[config.mk]
export PLATFORM = sky130hd
export DESIGN_NAME = utf8_to_latin1_decoder
export DESIGN_NICKNAME = d
export VERILOG_FILES = /design/src/design/u8l1dec_pkg.sv /design/src/design/utf8_to_latin1_decoder.sv /design/src/design/u8l1dec_step.sv
export VERILOG_INCLUDE_DIRS = /design/src /design/src/design
export SDC_FILE = /design/constraint.sdc
export NUM_CORES = 1
export LEC_CHECK = 0
export BUFFER_PORTS_ARGS = -buffer_cell sky130_fd_sc_hd__buf_2
export CORE_AREA = 2 2 94 96
export CTS_BUF_LIST = sky130_fd_sc_hd__clkbuf_4 sky130_fd_sc_hd__clkbuf_8
export CTS_CLUSTER_DIAMETER = 40
export CTS_CLUSTER_SIZE = 20
export DETAILED_ROUTE_END_ITERATION = 8
export DIE_AREA = 0 0 96 98
export PLACE_DENSITY = 0.62
export SLEW_MARGIN = 0
export SYNTH_ARGS = -nofsm -noshare
export SYNTH_HDL_FRONTEND = slang
export SYNTH_HIERARCHICAL = 1
export SYNTH_SLANG_ARGS = --single-unit
[constraint.sdc]
create_clock -name clock -period 5.8 [get_ports clock]
set_clock_uncertainty 0.15 [all_clocks]
set_input_delay 0.87 -clock clock [delete_from_list [all_inputs] [get_ports clock]]
set_output_delay 0.87 -clock clock [all_outputs]
set_load 0.03 [all_outputs]
[src/design/utf8_to_latin1_decoder_macros.svh]
// Assertion helpers for the decoder top module.
// Each macro expects signals named clock and reset in the including scope.
`ifndef UTF8_TO_LATIN1_DECODER_MACROS_SVH
`define UTF8_TO_LATIN1_DECODER_MACROS_SVH

// Same-cycle implication, checked on every clock edge outside reset
`define U8L1_ASSERT_IMP(lbl, ante, cons) \
   lbl: assert property (@(posedge clock) disable iff (reset) (ante) |-> (cons)) \
      else $error("u8l1dec: same-cycle check failed");

// Next-cycle implication, checked on every clock edge outside reset
`define U8L1_ASSERT_NXT(lbl, ante, cons) \
   lbl: assert property (@(posedge clock) disable iff (reset) (ante) |=> (cons)) \
      else $error("u8l1dec: next-cycle check failed");

`endif

[src/design/u8l1dec_pkg.sv]
`default_nettype none

package u8l1dec_pkg;

   // Most characters per string that the block ever gives
   localparam int MAX_OUT = 1024;

   // Limit in force is min(out_limit, LIM_CAP); also the reset value of out_limit
   localparam logic [10:0] LIM_CAP = 11'((MAX_OUT > 2047) ? 2047 : MAX_OUT);

   // Byte values of interest
   localparam logic [7:0] ASCII_MAX   = 8'h7F;
   localparam logic [7:0] LEAD_LOW    = 8'hC0;
   localparam logic [7:0] LEAD_HIGH   = 8'hC3;
   localparam logic [7:0] BIT6_MASK   = 8'h40;
   localparam logic [7:0] SUBST_CHAR  = 8'h5F;   // '_'
   localparam logic [7:0] CLASS_3B    = 8'hE0;
   localparam logic [7:0] CLASS_4B    = 8'hF0;
   localparam logic [7:0] CLASS_5B    = 8'hF8;
   localparam logic [7:0] CLASS_6B    = 8'hFC;
   localparam logic [7:0] CLASS_RUN   = 8'hFE;

   // Held lead byte awaiting its partner
   typedef enum logic [2:0] {
      LEAD_NONE = 3'd0,
      LEAD_C0   = 3'd1,
      LEAD_C1   = 3'd2,
      LEAD_C2   = 3'd3,
      LEAD_C3   = 3'd4
   } lead_type;

   // Per-string decoder state
   typedef struct packed {
      lead_type    pending_lead;
      logic [2:0]  skip_left;
      logic        skip_high_run;
      logic        legal_flag;
      logic [10:0] produced_count;
      logic        limit_reached;
   } state_type;

   localparam state_type STATE_CLEAR = '{
      pending_lead:   LEAD_NONE,
      skip_left:      3'd0,
      skip_high_run:  1'b0,
      legal_flag:     1'b1,
      produced_count: 11'd0,
      limit_reached:  1'b0
   };

   // Input word
   typedef struct packed {
      logic [7:0] in_byte;
      logic       last_byte;
   } req_type;

   // Result word
   typedef struct packed {
      logic [7:0]  out_char;
      logic        char_valid;
      logic        end_of_string;
      logic        all_legal;
      logic [10:0] char_count;
   } rsp_type;

endpackage

`default_nettype wire

[src/design/utf8_to_latin1_decoder.sv]
// Pipeline: a byte accepted into the input register is decoded into the result register
// once that register is free, and rsp_valid then rises if the byte gives a result word.
// Throughput: one byte per clock unless a held result is not taken (rsp_ready low), with
// the string state updated in the same cycle as the result register.
// Reset: synchronous, clears both word valid flags, the string state and sets
// out_limit to 1024; no clearing pass, bytes are accepted from the first cycle.
`default_nettype none

`include "utf8_to_latin1_decoder_macros.svh"

module utf8_to_latin1_decoder (
   input  wire                        clock,
   input  wire                        reset,
   input  wire                        req_valid,
   output logic                       req_ready,
   input  wire u8l1dec_pkg::req_type  req_data,
   output logic                       rsp_valid,
   input  wire                        rsp_ready,
   output u8l1dec_pkg::rsp_type       rsp_data,
   input  wire                        csr_valid,
   output logic                       csr_ready,
   input  wire logic [10:0]           csr_data
);

   logic                   in_valid_ff, in_valid_in;
   u8l1dec_pkg::req_type   in_data_ff, in_data_in;
   logic                   rsp_valid_ff, rsp_valid_in;
   u8l1dec_pkg::rsp_type   rsp_data_ff, rsp_data_in;
   u8l1dec_pkg::state_type state_ff, state_in, state_next;
   logic [10:0]            out_limit_ff, out_limit_in;
   logic [10:0]            limit;
   logic                   advance;
   logic                   emit;
   u8l1dec_pkg::rsp_type   rsp_word;

   // Handshake: decode when a word is held and the result register is free
   assign advance   = in_valid_ff && (!rsp_valid_ff || rsp_ready);
   assign req_ready = !in_valid_ff || advance;
   assign csr_ready = 1'b1;
   assign rsp_valid = rsp_valid_ff;
   assign rsp_data  = rsp_data_ff;

   // Limit in force
   assign limit = (out_limit_ff < u8l1dec_pkg::LIM_CAP) ? out_limit_ff : u8l1dec_pkg::LIM_CAP;

   u8l1dec_step u_step (
      .state_cur  (state_ff),
      .req_word   (in_data_ff),
      .limit      (limit),
      .state_next (state_next),
      .emit       (emit),
      .rsp_word   (rsp_word)
   );

   // Next values
   always_comb begin
      in_valid_in  = (req_valid && req_ready) || (in_valid_ff && !advance);
      in_data_in   = (req_valid && req_ready) ? req_data : in_data_ff;
      state_in     = advance ? state_next : state_ff;
      rsp_valid_in = advance ? emit : (rsp_valid_ff && !rsp_ready);
      rsp_data_in  = (advance && emit) ? rsp_word : rsp_data_ff;
      out_limit_in = csr_valid ? csr_data : out_limit_ff;
   end

   // Control registers
   always_ff @(posedge clock) begin
      if (reset) begin
         in_valid_ff  <= 1'b0;
         rsp_valid_ff <= 1'b0;
         state_ff     <= u8l1dec_pkg::STATE_CLEAR;
         out_limit_ff <= u8l1dec_pkg::LIM_CAP;
      end else begin
         in_valid_ff  <= in_valid_in;
         rsp_valid_ff <= rsp_valid_in;
         state_ff     <= state_in;
         out_limit_ff <= out_limit_in;
      end
   end

   // Payload registers
   always_ff @(posedge clock) begin
      in_data_ff  <= in_data_in;
      rsp_data_ff <= rsp_data_in;
   end

   // Checks
   `U8L1_ASSERT_IMP(a_empty_only_at_end,
                    rsp_valid_ff && !rsp_data_ff.char_valid,
                    rsp_data_ff.end_of_string && (rsp_data_ff.out_char == 8'h00))
   `U8L1_ASSERT_IMP(a_count_nonzero,
                    rsp_valid_ff && rsp_data_ff.char_valid,
                    rsp_data_ff.char_count != 11'd0)
   `U8L1_ASSERT_IMP(a_count_capped, 1'b1, state_ff.produced_count <= u8l1dec_pkg::LIM_CAP)
   `U8L1_ASSERT_IMP(a_lead_alone,
                    state_ff.pending_lead != u8l1dec_pkg::LEAD_NONE,
                    !state_ff.limit_reached && (state_ff.skip_left == 3'd0))
   `U8L1_ASSERT_NXT(a_clear_after_end,
                    advance && in_data_ff.last_byte,
                    state_ff == u8l1dec_pkg::STATE_CLEAR)

endmodule

`default_nettype wire

[src/design/u8l1dec_step.sv]
`default_nettype none

// Decode one byte against the current string state
module u8l1dec_step (
   input  wire u8l1dec_pkg::state_type state_cur,
   input  wire u8l1dec_pkg::req_type   req_word,
   input  wire logic [10:0]            limit,
   output u8l1dec_pkg::state_type      state_next,
   output logic                        emit,
   output u8l1dec_pkg::rsp_type        rsp_word
);

   logic                   valid;
   logic [7:0]             ch;
   logic [7:0]             b;
   logic [10:0]            count_inc;
   u8l1dec_pkg::state_type upd;

   assign b         = req_word.in_byte;
   assign count_inc = state_cur.produced_count + 11'd1;

   // Main decode
   always_comb begin
      upd   = state_cur;
      valid = 1'b0;
      ch    = 8'h00;
      if (!state_cur.limit_reached) begin
         if (state_cur.pending_lead != u8l1dec_pkg::LEAD_NONE) begin
            // second byte of a two-byte sequence, taken whatever its value
            unique case (state_cur.pending_lead)
               u8l1dec_pkg::LEAD_C0: ch = b & u8l1dec_pkg::ASCII_MAX;
               u8l1dec_pkg::LEAD_C1: ch = (b | u8l1dec_pkg::BIT6_MASK) & u8l1dec_pkg::ASCII_MAX;
               u8l1dec_pkg::LEAD_C2: ch = b;
               default:              ch = b | u8l1dec_pkg::BIT6_MASK;
            endcase
            upd.pending_lead = u8l1dec_pkg::LEAD_NONE;
            valid            = 1'b1;
         end else if (state_cur.skip_left != 3'd0) begin
            upd.skip_left = state_cur.skip_left - 3'd1;
         end else if (state_cur.skip_high_run && (b >= u8l1dec_pkg::LEAD_LOW)) begin
            // still inside the run after FE or FF
         end else begin
            upd.skip_high_run = 1'b0;
            if (b <= u8l1dec_pkg::ASCII_MAX) begin
               ch    = b;
               valid = 1'b1;
            end else if ((b >= u8l1dec_pkg::LEAD_LOW) && (b <= u8l1dec_pkg::LEAD_HIGH)) begin
               // a lead on the final byte is dropped
               if (!req_word.last_byte) begin
                  upd.pending_lead = u8l1dec_pkg::lead_type'({1'b0, b[1:0]} + 3'd1);
               end
            end else begin
               upd.legal_flag = 1'b0;
               ch             = u8l1dec_pkg::SUBST_CHAR;
               valid          = 1'b1;
               if (b < u8l1dec_pkg::CLASS_3B) begin
                  upd.skip_left = 3'd1;
               end else if (b < u8l1dec_pkg::CLASS_4B) begin
                  upd.skip_left = 3'd2;
               end else if (b < u8l1dec_pkg::CLASS_5B) begin
                  upd.skip_left = 3'd3;
               end else if (b < u8l1dec_pkg::CLASS_6B) begin
                  upd.skip_left = 3'd4;
               end else if (b < u8l1dec_pkg::CLASS_RUN) begin
                  upd.skip_left = 3'd5;
               end else begin
                  upd.skip_high_run = 1'b1;
               end
            end
         end
         // character count and limit
         if (valid) begin
            upd.produced_count = count_inc;
            if (count_inc >= limit) begin
               upd.limit_reached = 1'b1;
            end
         end
      end
   end

   // Result word and end-of-string clear
   always_comb begin
      emit                   = valid || req_word.last_byte;
      rsp_word.out_char      = valid ? ch : 8'h00;
      rsp_word.char_valid    = valid;
      rsp_word.end_of_string = req_word.last_byte;
      rsp_word.all_legal     = upd.legal_flag;
      rsp_word.char_count    = upd.produced_count;
      state_next             = req_word.last_byte ? u8l1dec_pkg::STATE_CLEAR : upd;
   end

endmodule

`default_nettype wire
==> out/results.ini, run 1 <==
[logic_synthesis]
ys_dominant_reg_cell=dfxtp_1
postSynth.asyncResetShare=0
yosysWarnings=6
synth_edf_count=31
synth_compound_area_frac=0.0821
ys_types=49
synth_nets=408
synth_top_family_by_area=simple AND/OR/NAND/NOR gates
synth_adder_area_share=0.0509
seq_area_frac_synth=0.432
netlist_instances=368
ys_ff_latch=64
syn-cell-area_mm2=0.00369
muxShareOfSynthArea=0.103
yosys.area_share.simple=0.235
yosys.area_share.xor_xnor=0.0472
avgSynthCellArea_um2=10.0

[final_layout]
stdcell_count=519
nFillCells=802
synthToLayoutAreaGrowth_pct=12.9
drive_above_1_share=0.202
nets=446
utilization=0.492
post-route-cell-area_mm2=0.00416
antenna_cells=0

[routing]
postRouteWirelength_um=7240
routed_via_density=5.02
first_pass_iters=5
vias=2607
remaining_drc_errors=0
drt-wirelength-per-cell_um=13.9
drt-initial-drc-count=125
antenna_left=0

[setup_path]
crit_family=simple AND/OR/NAND/NOR gates
path_cells=inv_1, ha_1, nor2b_1, a21boi_2, a21oi_4, or2_2, nand2_1, nor2_2
cp_slowest_cell=nor2_2
crit_required_ns=5.62
cp_max_fo=22
slowest_delay_ns=0.86
path_buf_inv=1
worstSetupStartpointType=flip-flop
critical_path_class=flip-flop to flip-flop
end_kind=flip-flop
reg2reg_slack_ns=2.38
worst-endpoint-arrival_ns=3.24

[clock_tree]
cts.clk_slew.worst_paths_ns=0.07
cts_made_buffers=9
numClockSinks=64
cts_resized=0
htree_levels=3
cts_tree=done
clock_latency_ns=0.35
clockBufferDepth=2
postCtsSetupBuffers=0
postCtsHoldBufs=0
cts-root-buf=clkbuf_8

[placement]
dp_hpwl_um=5010
place_inst=503
port_buffers=48
place_congestion=0.844
placed_area_mm2=0.00394

[global_route]
overflow=0
top_usage_layer=met1
grt_max_degree=54
first_global_vias=2456
grt_pass1_wl_um=12200
met3_usage=0.0340
grtUsageMet2=0.223
grt_util_met1=0.253
grt_use_total=0.168
antenna_found_initial=0

[status]
outcome=finished, final reports clean

[power_and_ir_drop]
ir_drop_mv=0.115
total_leakage_power_nw=1.66
power_density_mw_per_mm2=252
power.total_mw=1.05

[floorplanning]
dieWidth_um=96
die_h_um=98
ios=50
core-area_mm2=0.00847
die_area_mm2=0.00941
rows=34
start_util=0.435

[timing]
finalCritPeriodShare=0.590
tightest_slew_ns=1.14
hold_viol=0
finalCriticalPeriod_ns=3.42
slew_headroom=0.238
fmax_mhz=292
rsz0062_at_grt=false
setup-tns-final_ns=0
setup_viol=0
maxSlewViolCount=0

[worst_hold_path]
holdCritPathClass=flip-flop to flip-flop

[job]
cap_viol_max_count=0

-- synth_stat cells, types with 5 or more instances --
cell | instances | share of area
mux2_2 | 5 | 0.015
nand2_1 | 16 | 0.016
nor2b_1 | 22 | 0.037
mux2i_1 | 30 | 0.081
o21ai_0 | 6 | 0.0081
inv_1 | 14 | 0.014
clkbuf_1 | 9 | 0.0092
dfxtp_1 | 33 | 0.18
nand2b_1 | 43 | 0.073
and3_1 | 6 | 0.010
nand3_1 | 7 | 0.0095
ha_1 | 15 | 0.051
a21oi_1 | 10 | 0.014
a211oi_1 | 5 | 0.010
xor2_1 | 8 | 0.019
o21a_1 | 6 | 0.012
xnor2_1 | 10 | 0.024
nor2_1 | 37 | 0.038
buf_4 | 5 | 0.010
nor3_1 | 6 | 0.0081
edfxtp_1 | 31 | 0.25
-- metal layers --
metal / up-vias / share of wire
met5: - / 0
met4: 0 / 0.018
met3: 12 / 0.054
met2: 72 / 0.42
met1: 1182 / 0.51
li1: 1341 / -
-- flip-flops by register name, summed over array words and instances (netlist names) --
signal	flops
rsp_valid	1
state_ff	20
rsp_data	22
in_data_ff	9
out_limit_ff	11
in_valid_ff	1
-- cell families after synthesis --
group,Yosys count
multiplexers,37
other,1
XOR/XNOR,19
flip-flops,64
buffers and inverters,36
AND/OR/NAND/NOR,155
AO/OA/AOI/OAI,41
adder cells (fa/ha/maj),15
-- report_power, final --
part / switching, mW / total, mW / internal (mW)
Combinational: 0.0678 / 0.112 / 0.0445
Clock: 0.187 / 0.429 / 0.242
Sequential: 0.0126 / 0.506 / 0.493
-- cells in the final DEF (no fill, tap or decap), types with 2 or more instances in the layout --
master     instances
a211oi_1           5
a21oi_1           10
a22oi_1            3
and2_1             3
and3_1             6
buf_2             48
bufinv_16          2
clkbuf_8           9
clkinv_2           2
clkinv_4           3
dfxtp_1           33
edfxtp_1          31
ha_1              15
inv_1             14
mux2_1             2
mux2_2             5
mux2i_1           30
nand2_1           16
nand2b_1          43
nand3_1            7
nand4_1            2
nand4_2            2
nor2_1            36
nor2b_1           22
nor2b_4            2
nor3_1             6
nor4_2             2
o21a_1             6
o21ai_0            6
o22ai_1            2
or2_2              2
xnor2_1           10
xor2_1             8
-- final cells by class --
cell class | instances | area, µm² | area share
inverter | 14 | 52.6 | 0.0126
sequential | 64 | 1590 | 0.382
clock buffer | 9 | 124 | 0.0298
timing repair buffer | 49 | 248 | 0.0595
clock inverter | 7 | 96.3 | 0.0231
multi-input combinational | 268 | 1920 | 0.460
tap | 108 | 135 | 0.0325
-- path summary, 6_finish.rpt --
check                                      from              end  cells past startpoint
worst min register to register  out_limit_ff[1]  out_limit_ff[1]                      2
worst min-delay path            out_limit_ff[1]  out_limit_ff[1]                      2
worst max-delay path               state_ff[15]      rsp_data[5]                      8
worst max register to register     state_ff[15]      rsp_data[5]                      8
-- stage by stage --
step / hold slack, ns / setup WS, ns
finish: 0.345 / 2.38
global route: 0.375 / 2.08
CTS: 0.349 / 2.35
detailed placement: 0.329 / 2.39
global placement: 0.315 / 2.44
floorplan: 0.295 / 2.64
-- worst min-delay path: cells and delay by family (launching register included) --
family / cells / cell delay (ns)
multiplexers: 1 / 0.06
AND/OR/NAND/NOR: 1 / 0.07
flip-flops: 1 / 0.33
No activity file was read; power rests on OpenSTA's default activity.
==> run 2, diff against run 1 <==
--- a/config.mk
+++ b/config.mk
@@ -6,14 +6,15 @@
 export SDC_FILE = /design/constraint.sdc
 export NUM_CORES = 1
 export LEC_CHECK = 0
+export ABC_AREA = 1
 export BUFFER_PORTS_ARGS = -buffer_cell sky130_fd_sc_hd__buf_2
-export CORE_AREA = 2 2 94 96
+export CORE_AREA = 2 2 95 97
 export CTS_BUF_LIST = sky130_fd_sc_hd__clkbuf_4 sky130_fd_sc_hd__clkbuf_8
 export CTS_CLUSTER_DIAMETER = 40
 export CTS_CLUSTER_SIZE = 20
 export DETAILED_ROUTE_END_ITERATION = 8
-export DIE_AREA = 0 0 96 98
-export PLACE_DENSITY = 0.62
+export DIE_AREA = 0 0 97 99
+export PLACE_DENSITY = 0.61
 export SLEW_MARGIN = 0
 export SYNTH_ARGS = -nofsm -noshare
 export SYNTH_HDL_FRONTEND = slang
==> constraint.sdc (replaced) <==
create_clock -name clock -period 3.4 [get_ports clock]
set_clock_uncertainty 0.15 [all_clocks]
set_input_delay 0.51 -clock clock [delete_from_list [all_inputs] [get_ports clock]]
set_output_delay 0.51 -clock clock [all_outputs]
set_load 0.03 [all_outputs]
==> run 2 against run 1 <==
Critical path depth grew 10. Final area shrank 0.66%. Total power grew 90%. Flip-flop and latch count is the same. Synthesized cell count grew 31%. Global-route usage grew 0.87 points. Clock-buffer cell count grew 1. Worst setup slack lost 1.9 ns. Sequential share of layout area grew 0.25 points. Core utilization shrank 0.81 points. Critical endpoint is now state_ff[0]. Largest power group unchanged. Highest routed layer unchanged.
==> out/results.ini, run 2 <==
[power_and_ir_drop]
clkPwrFrac=0.313
power_density_mw_per_mm2=480
total_leakage_power_nw=1.89
ir_drop_mv=0.209
p_comb_frac=0.224
pwr-share-seq=0.463
p_int_mw=1.36
power.total_mw=1.99
switching_share=0.313
p_sw_uw=622

[logic_synthesis]
avgSynthCellArea_um2=7.79
synth_nets=521
yosysWarnings=6
ys_ff_latch=64
postSynth.asyncResetShare=0
synthTopCellsByCount=85 x inv_1, 83 x nand2_1, 52 x nor2_1, 51 x a21oi_1, 33 x dfxtp_1
netlist_instances=481
ys_dominant_reg_cell=dfxtp_1
synthMostInstantiatedCell=inv_1
synth_edf_count=31
seq_area_frac_synth=0.425
ys_types=39
synthTopCellsByArea=edfxtp_1 25%, dfxtp_1 18%, inv_1 8.5%
syn-cell-area_mm2=0.00374
synth_top_area_frac=0.249
yosysTopAreaCell=edfxtp_1

[clock_tree]
cts_resized=0
clock_latency_ns=0.34
numClockSinks=64
postCtsHoldBufs=0
cts-root-buf=clkbuf_8
cts_made_buffers=9
cts.clk_slew.worst_paths_ns=0.07
htree_levels=3
postCtsSetupBuffers=0
cts_tree=done
clockBufferDepth=2

[timing]
finalCritPeriodShare=0.849
maxSlewViolCount=0
slew_headroom=0.642
rsz0062_at_grt=false
fmax_mhz=346
hold_viol=0
tightest_slew_ns=0.536
setup_viol=0
setup-tns-final_ns=0
finalCriticalPeriod_ns=2.89

[global_route]
grt_max_degree=42
antenna_found_initial=0
grt_pass1_wl_um=13500
first_global_vias=2861
overflow=0
grt_use_total=0.176

[routing]
remaining_drc_errors=0
drt-initial-drc-count=163
antenna_left=0
vias=3092
postRouteWirelength_um=8080
drt-wirelength-per-cell_um=12.8
first_pass_iters=5
routed_via_density=4.88

[setup_path]
end_kind=flip-flop
critical_path_class=flip-flop to flip-flop
reg2reg_slack_ns=0.51
cp_max_fo=6
worstSetupStartpointType=flip-flop
worst-endpoint-arrival_ns=3.02
crit_required_ns=3.53

[placement]
dp_hpwl_um=5770
place_congestion=0.899
port_buffers=48

[final_layout]
nFillCells=850
multi_input_area_mm2=0.00163
largest_register_ffs=22
nets=561
antenna_cells=0
drive_above_1_share=0.177
final_cell_mix=85 x inv_1, 83 x nand2_1, 51 x nor2_1, 51 x a21oi_1, 48 x buf_2
final_common_cell=inv_1
utilization=0.484
seq_area_mm2=0.00159
synthToLayoutAreaGrowth_pct=10.4

[status]
outcome=finished, final reports clean

[floorplanning]
die_h_um=99
die_area_mm2=0.00960
start_util=0.438
rows=34
ios=50
core-area_mm2=0.00855
dieWidth_um=97

[worst_hold_path]
holdCritPathClass=primary input to flip-flop

[job]
cap_viol_max_count=0

[run 2: cell count changes after synthesis, sizes merged, moves of 27 or more]
cell    previous run  this run
inv               14        90
nand2             16        89
nand2b            43         0
a21oi             11        52
mux2i             30         0
nand3              7        34
[run 2: worst paths after layout]
check	start	end	depth (start not counted)
max	state_ff[1]	state_ff[0]	18
min	req_data[1]	in_data_ff[1]	1
max reg2reg	state_ff[1]	state_ff[0]	18
min reg2reg	out_limit_ff[1]	out_limit_ff[1]	2
[run 2: kinds of logic after synthesis]
| family | synth area share |
|---|---|
| AND/OR/NAND/NOR | 0.242 |
| adder cells (fa/ha/maj) | 0.0501 |
| AO/OA/AOI/OAI | 0.127 |
| other | 0.00100 |
| XOR/XNOR | 0.0140 |
| flip-flops | 0.425 |
| buffers and inverters | 0.141 |
[run 2: worst max-delay path: stages (launching register included)]
cell and delay [ns]:
dfxtp_1 0.47, ha_1 0.25, nand2_1 0.09, nor2_1 0.16, nand2_1 0.09, nor2_1 0.20, xor2_1 0.19, inv_1 0.09
ha_1 0.32, nand2_1 0.07, o21ai_0 0.16, nand2_1 0.07, nand4_1 0.07, nand2_1 0.05, a21oi_1 0.12, inv_1 0.05
nand3_1 0.07, nand2_1 0.06, nor2_1 0.09
[run 2: final cells by class]
type	count	area share
Tap cell	108	0.0327
Inverter	90	0.0817
Multi-Input combinational cell	305	0.394
Timing Repair Buffer	51	0.0635
Clock buffer	10	0.0318
Sequential cell	64	0.385
Clock inverter	5	0.0118
[run 2: power groups by stage]
stage	clock network, mW	registers, mW	logic [mW]
floorplan	0	0.972	0.325
global placement	0	0.934	0.436
detailed placement	0	0.937	0.443
CTS	0.640	0.920	0.444
global route	0.668	0.927	0.504
finish	0.622	0.919	0.445
[run 2: layer usage]
metal  vias to the layer above  track usage  share of wire
met4                         0       0.0791          0.021
met5                         -            0              0
met1                      1381        0.247           0.50
met2                        86        0.268           0.44
li1                       1611            -              -
met3                        14       0.0312          0.047
[run 2: stage by stage]
stage                     cell area [µm²]  worst slack (ns)  instances  hold slack (ns)
after floorplan                      3740             0.619        481            0.279
after global placement               3960             0.776        618            0.290
after detailed placement             3960             0.615        618            0.299
after CTS                            4140             0.559        633            0.173
after global routing                 4140             0.192        633            0.179
final                                4140             0.513        633            0.189
